--- config.mk ---
export PLATFORM = sky130hd
export DESIGN_NAME = sine_tone_burst_generator
export DESIGN_NICKNAME = d
export VERILOG_FILES = /design/src/hw/rtl/stbg_pkg.sv /design/src/hw/rtl/stbg_sine_rom.sv /design/src/hw/rtl/stbg_core.sv /design/src/hw/rtl/sine_tone_burst_generator.sv
export SDC_FILE = /design/constraint.sdc
export NUM_CORES = 1
export LEC_CHECK = 0
export ABC_CLOCK_PERIOD_IN_PS = 12000
export BUFFER_PORTS_ARGS = -buffer_cell sky130_fd_sc_hd__buf_2
export CAP_MARGIN = 5
export CORE_MARGIN = 4
export CORE_UTILIZATION = 35
export DETAILED_ROUTE_END_ITERATION = 12
export PLACE_DENSITY = 0.62
export SYNTH_ARGS = -nofsm -noshare
export SYNTH_HDL_FRONTEND = slang
export SYNTH_SLANG_ARGS = --single-unit
--- constraint.sdc ---
create_clock -name clock -period 12 [get_ports clock]
set_input_delay 1.2 -clock clock [delete_from_list [all_inputs] [get_ports clock]]
set_output_delay 1.2 -clock clock [all_outputs]
set_load 0.005 [all_outputs]
--- src/hw/rtl/stbg_pkg.sv ---
// Shared constants, beat types and the sine table generator of the tone burst generator.
package stbg_pkg;

   // Audio and table geometry.
   localparam int AUDIO_RATE_HZ   = 44100;
   localparam int TABLE_SIZE      = 256;
   localparam int TABLE_W         = $clog2(TABLE_SIZE);
   localparam int PHASE_FRAC_BITS = 16;
   localparam int PHASE_W         = TABLE_W + PHASE_FRAC_BITS;
   localparam int GAP_SAMPLES     = 256;

   // Field and counter widths.
   localparam int FREQ_W     = 16;
   localparam int MS_W       = 16;
   localparam int SAMPLE_W   = 15;
   localparam int SAMPLES_W  = 23;
   localparam int GAP_W      = 9;

   // Amplitudes. The quiet level 10000/16000 reduces to 5/8.
   localparam int AMP_FULL    = 16000;
   localparam int AMP_QUIET   = 10000;
   localparam int QUIET_NUM   = 5;
   localparam int QUIET_SHIFT = 3;
   localparam int MS_PER_SEC  = 1000;

   // Sample count: floor(AUDIO_RATE_HZ * ms / 1000) as a multiply by a rounded-up reciprocal.
   // With 2^shift >= 2^16 * divisor the result is exact for every 16-bit operand.
   localparam int COUNT_SHIFT = MS_W + $clog2(MS_PER_SEC);
   localparam longint unsigned COUNT_MUL =
      ((longint'(AUDIO_RATE_HZ) << COUNT_SHIFT) + longint'(MS_PER_SEC) - 1) / MS_PER_SEC;
   localparam int COUNT_PROD_W = COUNT_SHIFT + SAMPLES_W;

   // Phase step: floor(freq * TABLE_SIZE * 2^PHASE_FRAC_BITS / AUDIO_RATE_HZ), wrapped.
   localparam int STEP_SHIFT = FREQ_W + $clog2(AUDIO_RATE_HZ);
   localparam longint unsigned STEP_MUL =
      ((longint'(TABLE_SIZE) << (PHASE_FRAC_BITS + STEP_SHIFT)) + longint'(AUDIO_RATE_HZ) - 1)
      / AUDIO_RATE_HZ;
   localparam int STEP_PROD_W = STEP_SHIFT + PHASE_W;

   // Sine generation in Q30.
   localparam longint unsigned HALF_PI_Q30 = 64'd1686629713;
   localparam int TAYLOR_TERMS = 9;

   // Rounded-up reciprocals of the Taylor divisors (2n)(2n+1). Every dividend stays
   // below 2^32, so a shift of 42 gives an exact floor.
   localparam int TAYLOR_SHIFT = 42;
   localparam longint unsigned TAYLOR_ONE = 64'd1 << TAYLOR_SHIFT;
   localparam logic [TAYLOR_TERMS-1:0][63:0] TAYLOR_RECIP = {
      (TAYLOR_ONE + 64'd341) / 64'd342,
      (TAYLOR_ONE + 64'd271) / 64'd272,
      (TAYLOR_ONE + 64'd209) / 64'd210,
      (TAYLOR_ONE + 64'd155) / 64'd156,
      (TAYLOR_ONE + 64'd109) / 64'd110,
      (TAYLOR_ONE + 64'd71) / 64'd72,
      (TAYLOR_ONE + 64'd41) / 64'd42,
      (TAYLOR_ONE + 64'd19) / 64'd20,
      (TAYLOR_ONE + 64'd5) / 64'd6
   };

   // Request beat.
   typedef struct packed {
      logic              command;
      logic [FREQ_W-1:0] freq_hz;
      logic [MS_W-1:0]   burst_ms;
      logic              quiet;
   } stbg_item_type;

   // Response beat.
   typedef struct packed {
      logic signed [SAMPLE_W-1:0] sample;
      logic                       busy_res;
      logic                       load_accepted;
   } stbg_result_type;

   // One sine table entry: AMP_FULL * sin(2*pi*idx/TABLE_SIZE), truncated toward zero.
   // Evaluated only at elaboration.
   function automatic int sine_entry(int idx);
      longint unsigned quad;
      longint unsigned r;
      longint unsigned x;
      longint unsigned x2;
      longint unsigned term;
      longint unsigned mag;
      longint          sum;
      logic [127:0]    prod;
      int              n;
      quad = (longint'(idx) * 4) >> TABLE_W;
      r    = longint'(idx) * 4 - quad * TABLE_SIZE;
      if (quad[0]) begin
         r = longint'(TABLE_SIZE) - r;
      end
      if (r == longint'(TABLE_SIZE)) begin
         mag = longint'(AMP_FULL);
      end else begin
         x    = (HALF_PI_Q30 * r) >> TABLE_W;
         x2   = (x * x) >> 30;
         term = x;
         sum  = longint'(x);
         for (n = 1; n <= TAYLOR_TERMS; n++) begin
            prod = 128'((term * x2) >> 30) * 128'(TAYLOR_RECIP[n-1]);
            term = 64'(prod >> TAYLOR_SHIFT);
            if (n[0]) begin
               sum = sum - longint'(term);
            end else begin
               sum = sum + longint'(term);
            end
         end
         if (sum < 0) begin
            sum = 0;
         end
         mag = (longint'(sum) * longint'(AMP_FULL) + 64'd1024) >> 30;
         if (mag > longint'(AMP_FULL)) begin
            mag = longint'(AMP_FULL);
         end
      end
      return (quad >= 2) ? -int'(mag) : int'(mag);
   endfunction

endpackage

--- src/hw/rtl/stbg_sine_rom.sv ---
// Constant sine table with the amplitude scaling of a tone sample.
module stbg_sine_rom (
   input  logic [stbg_pkg::TABLE_W-1:0]         index,
   input  logic                                 quiet,
   output logic signed [stbg_pkg::SAMPLE_W-1:0] sample
);

   localparam int SCALE_W = stbg_pkg::SAMPLE_W + stbg_pkg::QUIET_SHIFT;

   logic signed [stbg_pkg::SAMPLE_W-1:0] rom [stbg_pkg::TABLE_SIZE];
   logic signed [stbg_pkg::SAMPLE_W-1:0] entry;
   logic [stbg_pkg::SAMPLE_W-1:0]        mag;
   logic [SCALE_W-1:0]                   scaled;
   logic [stbg_pkg::SAMPLE_W-1:0]        mag_out;

   // Table contents are fixed at elaboration.
   for (genvar gi = 0; gi < stbg_pkg::TABLE_SIZE; gi++) begin : g_rom
      localparam int Entry = stbg_pkg::sine_entry(gi);
      assign rom[gi] = stbg_pkg::SAMPLE_W'(Entry);
   end

   // Scale the magnitude so the division truncates toward zero, then restore the sign.
   always_comb begin
      entry  = rom[index];
      mag    = entry[stbg_pkg::SAMPLE_W-1] ? -entry : entry;
      scaled = (SCALE_W'(mag) * SCALE_W'(stbg_pkg::QUIET_NUM)) >> stbg_pkg::QUIET_SHIFT;
      mag_out = quiet ? scaled[stbg_pkg::SAMPLE_W-1:0] : mag;
      sample  = entry[stbg_pkg::SAMPLE_W-1] ? -mag_out : mag_out;
   end

endmodule

--- src/hw/rtl/stbg_core.sv ---
// Play state, phase accumulator and per-beat result logic of the tone burst generator.
module stbg_core (
   input  logic                      clock,
   input  logic                      reset,
   input  logic                      fire,
   input  stbg_pkg::stbg_item_type   item,
   input  logic                      muted,
   output stbg_pkg::stbg_result_type result
);

   typedef enum logic [1:0] {
      MODE_IDLE,
      MODE_TONE,
      MODE_SILENCE,
      MODE_GAP
   } mode_type;

   mode_type                          mode_ff, mode_in;
   logic [stbg_pkg::PHASE_W-1:0]      phase_acc_ff, phase_acc_in;
   logic [stbg_pkg::PHASE_W-1:0]      phase_step_ff, phase_step_in;
   logic [stbg_pkg::SAMPLES_W-1:0]    samples_left_ff, samples_left_in;
   logic [stbg_pkg::GAP_W-1:0]        gap_left_ff, gap_left_in;
   logic                              quiet_sel_ff, quiet_sel_in;

   logic [stbg_pkg::COUNT_PROD_W-1:0] count_prod;
   logic [stbg_pkg::SAMPLES_W-1:0]    count;
   logic [stbg_pkg::STEP_PROD_W-1:0]  step_prod;
   logic [stbg_pkg::PHASE_W-1:0]      step;
   logic signed [stbg_pkg::SAMPLE_W-1:0] tone_sample;

   // Table read at the integer part of the phase.
   stbg_sine_rom u_rom (
      .index  (phase_acc_ff[stbg_pkg::PHASE_W-1:stbg_pkg::PHASE_FRAC_BITS]),
      .quiet  (quiet_sel_ff),
      .sample (tone_sample)
   );

   // Load arithmetic: sample count and phase step by reciprocal multiplication.
   always_comb begin
      count_prod = stbg_pkg::COUNT_PROD_W'(item.burst_ms)
                 * stbg_pkg::COUNT_PROD_W'(stbg_pkg::COUNT_MUL);
      count      = count_prod[stbg_pkg::COUNT_PROD_W-1 -: stbg_pkg::SAMPLES_W];
      step_prod  = stbg_pkg::STEP_PROD_W'(item.freq_hz)
                 * stbg_pkg::STEP_PROD_W'(stbg_pkg::STEP_MUL);
      step       = step_prod[stbg_pkg::STEP_PROD_W-1 -: stbg_pkg::PHASE_W];
   end

   // Next state and the result of the current beat.
   always_comb begin
      mode_in         = mode_ff;
      phase_acc_in    = phase_acc_ff;
      phase_step_in   = phase_step_ff;
      samples_left_in = samples_left_ff;
      gap_left_in     = gap_left_ff;
      quiet_sel_in    = quiet_sel_ff;
      result.sample        = '0;
      result.load_accepted = 1'b0;

      if (item.command) begin
         // A load is taken only when idle and not muted; a zero count starts nothing.
         if (mode_ff == MODE_IDLE && !muted) begin
            result.load_accepted = 1'b1;
            if (count != '0) begin
               samples_left_in = count;
               if (item.freq_hz == '0) begin
                  mode_in = MODE_SILENCE;
               end else begin
                  mode_in       = MODE_TONE;
                  quiet_sel_in  = item.quiet;
                  phase_acc_in  = '0;
                  phase_step_in = step;
               end
            end
         end
      end else begin
         case (mode_ff)
            MODE_TONE: begin
               result.sample   = tone_sample;
               phase_acc_in    = phase_acc_ff + phase_step_ff;
               samples_left_in = samples_left_ff - 1'b1;
               // The last tone sample enters the gap in the same tick.
               if (samples_left_ff == stbg_pkg::SAMPLES_W'(1)) begin
                  gap_left_in = stbg_pkg::GAP_W'(stbg_pkg::GAP_SAMPLES);
                  mode_in     = (stbg_pkg::GAP_SAMPLES != 0) ? MODE_GAP : MODE_IDLE;
               end
            end
            MODE_SILENCE: begin
               samples_left_in = samples_left_ff - 1'b1;
               if (samples_left_ff == stbg_pkg::SAMPLES_W'(1)) begin
                  mode_in = MODE_IDLE;
               end
            end
            MODE_GAP: begin
               gap_left_in = gap_left_ff - 1'b1;
               if (gap_left_ff == stbg_pkg::GAP_W'(1)) begin
                  mode_in = MODE_IDLE;
               end
            end
            default: begin
               mode_in = MODE_IDLE;
            end
         endcase
      end

      result.busy_res = (mode_in != MODE_IDLE);
   end

   // State advances only when a beat moves into the result register.
   always_ff @(posedge clock) begin
      if (reset) begin
         mode_ff <= MODE_IDLE;
      end else if (fire) begin
         mode_ff <= mode_in;
      end
      if (fire) begin
         phase_acc_ff    <= phase_acc_in;
         phase_step_ff   <= phase_step_in;
         samples_left_ff <= samples_left_in;
         gap_left_ff     <= gap_left_in;
         quiet_sel_ff    <= quiet_sel_in;
      end
   end

endmodule

--- src/hw/rtl/sine_tone_burst_generator.sv ---
// Top level of the sine tone burst generator: request register, result register and control.
//
//   Channel   Direction  Handshake              Payload
//   req_      in         req_valid/req_ready    command, freq_hz, burst_ms, quiet
//   rsp_      out        rsp_valid/rsp_ready    sample, busy_res, load_accepted
//   csr_      in         csr_write_en           csr_write_data (muted)
//
// One beat per cycle sustained while rsp_ does not stall; a request beat is taken into the request
// register, and its result moves on into the result register, from which rsp_ presents it.
// The path from the request register to the result register holds the table read and the
// two constant multipliers of a load.
// Reset is synchronous; it empties both registers and returns the player to idle, unmuted.
// A stall on rsp_ holds the result register; req_ready stays high while the request
// register can still move on.
module sine_tone_burst_generator (
   input  logic                                 clock,
   input  logic                                 reset,
   input  logic                                 req_valid,
   output logic                                 req_ready,
   input  logic                                 req_command,
   input  logic [stbg_pkg::FREQ_W-1:0]          req_freq_hz,
   input  logic [stbg_pkg::MS_W-1:0]            req_burst_ms,
   input  logic                                 req_quiet,
   output logic                                 rsp_valid,
   input  logic                                 rsp_ready,
   output logic signed [stbg_pkg::SAMPLE_W-1:0] rsp_sample,
   output logic                                 rsp_busy_res,
   output logic                                 rsp_load_accepted,
   input  logic                                 csr_write_en,
   input  logic                                 csr_write_data
);

   stbg_pkg::stbg_item_type   item_ff;
   stbg_pkg::stbg_result_type res_ff;
   stbg_pkg::stbg_result_type core_res;
   logic                      in_valid_ff, in_valid_in;
   logic                      out_valid_ff, out_valid_in;
   logic                      muted_ff;
   logic                      out_free;
   logic                      advance;

   // Handshake: a beat leaves the request register when the result register is free.
   always_comb begin
      out_free     = !out_valid_ff || rsp_ready;
      advance      = in_valid_ff && out_free;
      req_ready    = !in_valid_ff || advance;
      in_valid_in  = req_ready ? req_valid : in_valid_ff;
      out_valid_in = out_free ? in_valid_ff : out_valid_ff;
   end

   stbg_core u_core (
      .clock  (clock),
      .reset  (reset),
      .fire   (advance),
      .item   (item_ff),
      .muted  (muted_ff),
      .result (core_res)
   );

   // Control registers and the mute register.
   always_ff @(posedge clock) begin
      if (reset) begin
         in_valid_ff  <= 1'b0;
         out_valid_ff <= 1'b0;
         muted_ff     <= 1'b0;
      end else begin
         in_valid_ff  <= in_valid_in;
         out_valid_ff <= out_valid_in;
         if (csr_write_en) begin
            muted_ff <= csr_write_data;
         end
      end
   end

   // Payload registers.
   always_ff @(posedge clock) begin
      if (req_valid && req_ready) begin
         item_ff.command  <= req_command;
         item_ff.freq_hz  <= req_freq_hz;
         item_ff.burst_ms <= req_burst_ms;
         item_ff.quiet    <= req_quiet;
      end
      if (advance) begin
         res_ff <= core_res;
      end
   end

   assign rsp_valid         = out_valid_ff;
   assign rsp_sample        = res_ff.sample;
   assign rsp_busy_res      = res_ff.busy_res;
   assign rsp_load_accepted = res_ff.load_accepted;

endmodule

==> metrics.cfg <==
[worst_setup_path]
arrival_ns=8.40
timing.rr.start=item_ff[9]
worstRegToRegCells=23
startpoint_type=flip-flop
crit_slowest_cell=a211oi_1
crit_top_cell=fa_1
reg2reg_slack_ns=3.66
cpPeakStageDelay_ns=0.63
path_max_fanout=23
r2r_end=u_core.samples_left_ff[5]
required_ns=12.06
crit_type=flip-flop to flip-flop
path_cells=inv_1, ha_1, fa_1, fa_1, inv_1, fa_1, inv_1, fa_1, fa_1, inv_1, ha_1, a21oi_1, o21ai_1, nor3_1, a211oi_1, o22ai_1, o21ai_1, a31oi_1, nor4_1, nand4_1, nor3_2, o22ai_1, o21a_1
endpoint_kind=flip-flop

[synth]
synth_seq_cells=137
async_reset_ff_share_pct=0
synth_most_common_cell=inv_1
synth-edff-count=132
syn_inst=2905
synthDominantCellAreaShare_pct=23.5
yosys-top-cells-count=520 x inv_1, 448 x ha_1, 320 x fa_1
synth_area_leaders=fa_1 23%, ha_1 21%, edfxtp_1 15%
yosysWarnings=0
yosysTopAreaCell=fa_1
ys.flop_type=edfxtp_1
synth_cell_types=108
synth_area_um2=27300
synth_seq_area_share_pct=14.9
avgSynthCellArea_um2=9.39
synth_nets=3713

[drt]
vias_per_cell=5.35
drtAntennaViolNets=0
drt_wl_total_mm=75.6
drtPass1Iterations=7
wl_per_cell_um=19.1
vias=21200
drc=0
drtIter0Drc=1955

[floorplan]
dieArea_um2=82400
initial_utilization_pct=35.3
pin_count=59
rows=102
fp.dieW_um=287
fp.coreArea_um2=77300
die_h_um=287

[clock_tree]
htreeDepth=4
post_cts_resized=0
cts_hold_buf=0
path_clk_slew_ns=0.08
clk_latency_ns=0.48
cts_buffers=17
cts_tree=done
cts.sinks=137
post-cts-setup-buffer-count=0
cts-root-buf=clkbuf_16
clockBufferDepth=2

[cells_and_area]
num-nets-final=3719
fin_util_pct=37.7
area_growth_pct=6.88
antennaDiodeCount=0
n_fill_cell=7880
drive_gt1_share_pct=6.40

[worst_hold_path]
whs_path_depth=0
hold_path_end=u_core.quiet_sel_ff
hp-start=item_ff[0]
hold_class=flip-flop to flip-flop

[grt]
antenna_found_initial=0
grt_max_degree=86
grt_util_all_layers_pct=18.5
grt_pass1_wl_mm=121
overflow=0
grt_pass1_vias=21400

[sta]
max_freq_mhz=120
fin_tns_setup_ns=0
finClkSkew_ns=0.0218
drv_slew=0
rsz0062_at_grt=no
worstMarginPinSlew_ns=1.10
period_share_pct=69.5
relSlewSlack_pct=26.6
setup_viol=0
min_period_ns=8.34
hold_viol=0

[placement]
portBuffers=58
hpwl_mm=60.9
place.gp.congestion=0.996

[run]
drv_cap=0

[outcome]
status=finished clean

[kinds of logic after synthesis]
family                   synth area share, %
flip-flops                              14.9
XOR/XNOR                                3.73
adder cells (fa/ha/maj)                 44.0
multiplexers                           0.936
other                                 0.0138
buffers and inverters                   9.02
AO/OA/AOI/OAI                           14.9
AND/OR/NAND/NOR                         12.5
[per-layer routing]
| metal | vias to the layer above | routed length (µm) | global-route usage (%) |
|---|---|---|---|
| met5 | - | 0 | 0 |
| met3 | 181 | 5210 | 3.53 |
| li1 | 10100 | - | - |
| met1 | 10100 | 34000 | 25.5 |
| met4 | 0 | 2930 | 7.03 |
| met2 | 815 | 33500 | 28.9 |
[placed cells by master (no fill, tap or decap), drive strengths merged, types with 60 or more instances in the layout]
| cell type | count |
|---|---|
| a21oi | 119 |
| xnor2 | 60 |
| fa | 320 |
| buf | 85 |
| nor3 | 76 |
| nor2 | 155 |
| inv | 530 |
| edfxtp | 132 |
| ha | 448 |
| o21ai | 130 |
| nand2 | 115 |
[flip-flops by register name, indices dropped and copies added, names as in the netlist]
register                cells
rsp_busy_res                1
u_core.mode_ff              2
rsp_sample                 15
item_ff                    34
rsp_load_accepted           1
in_valid_ff                 1
u_core.samples_left_ff     23
rsp_valid                   1
u_core.phase_acc_ff        24
u_core.gap_left_ff          9
u_core.quiet_sel_ff         1
muted_ff                    1
u_core.phase_step_ff       24
[how the worst max path moves through the flow]
stage	depth (start not counted)	start	slack, ns	to
after floorplan	23	item_ff[9]	3.52	u_core.phase_acc_ff[0]
after global placement	23	item_ff[9]	3.86	u_core.samples_left_ff[5]
after detailed placement	23	item_ff[9]	3.72	u_core.samples_left_ff[5]
after CTS	23	item_ff[9]	3.60	u_core.samples_left_ff[5]
after global routing	23	item_ff[9]	3.01	u_core.samples_left_ff[4]
final	23	item_ff[9]	3.66	u_core.samples_left_ff[5]
[final cells by class]
class                      instances  area [µm²]  area share [%]
clock buffer                      17         425            1.46
clock inverter                    15         149           0.511
inverter                         521        1960            6.71
multi-input combinational       2149       20800            71.2
sequential                       137        4060            13.9
tap                             1040        1300            4.46
timing repair buffer              85         493            1.69
[critical path, delay by kind of cell, from the launching register on]
kind	cells	cell delay [ns]
AOI/OAI and AO/OA	8	2.73
adders and majority gates	7	3.30
buffers and inverters	4	0.31
DFF	1	0.53
and+or+nand+nor	4	1.02
[stage by stage]
| stage | cells | instance area (µm²) | worst slack [ns] | hold slack [ns] |
|---|---|---|---|---|
| 2_1_floorplan | 2905 | 27300 | 3.52 | 0.400 |
| 3_3_place_gp | 3932 | 28600 | 3.86 | 0.432 |
| 3_5_place_dp | 3932 | 28600 | 3.72 | 0.421 |
| 4_1_cts | 3964 | 29100 | 3.60 | 0.448 |
| 5_1_grt | 3964 | 29100 | 3.01 | 0.448 |
| 6_report | 3964 | 29100 | 3.66 | 0.439 |
Power is not shown: default switching activity piles up to over one toggle a cycle in this logic, so the estimate is an artifact.
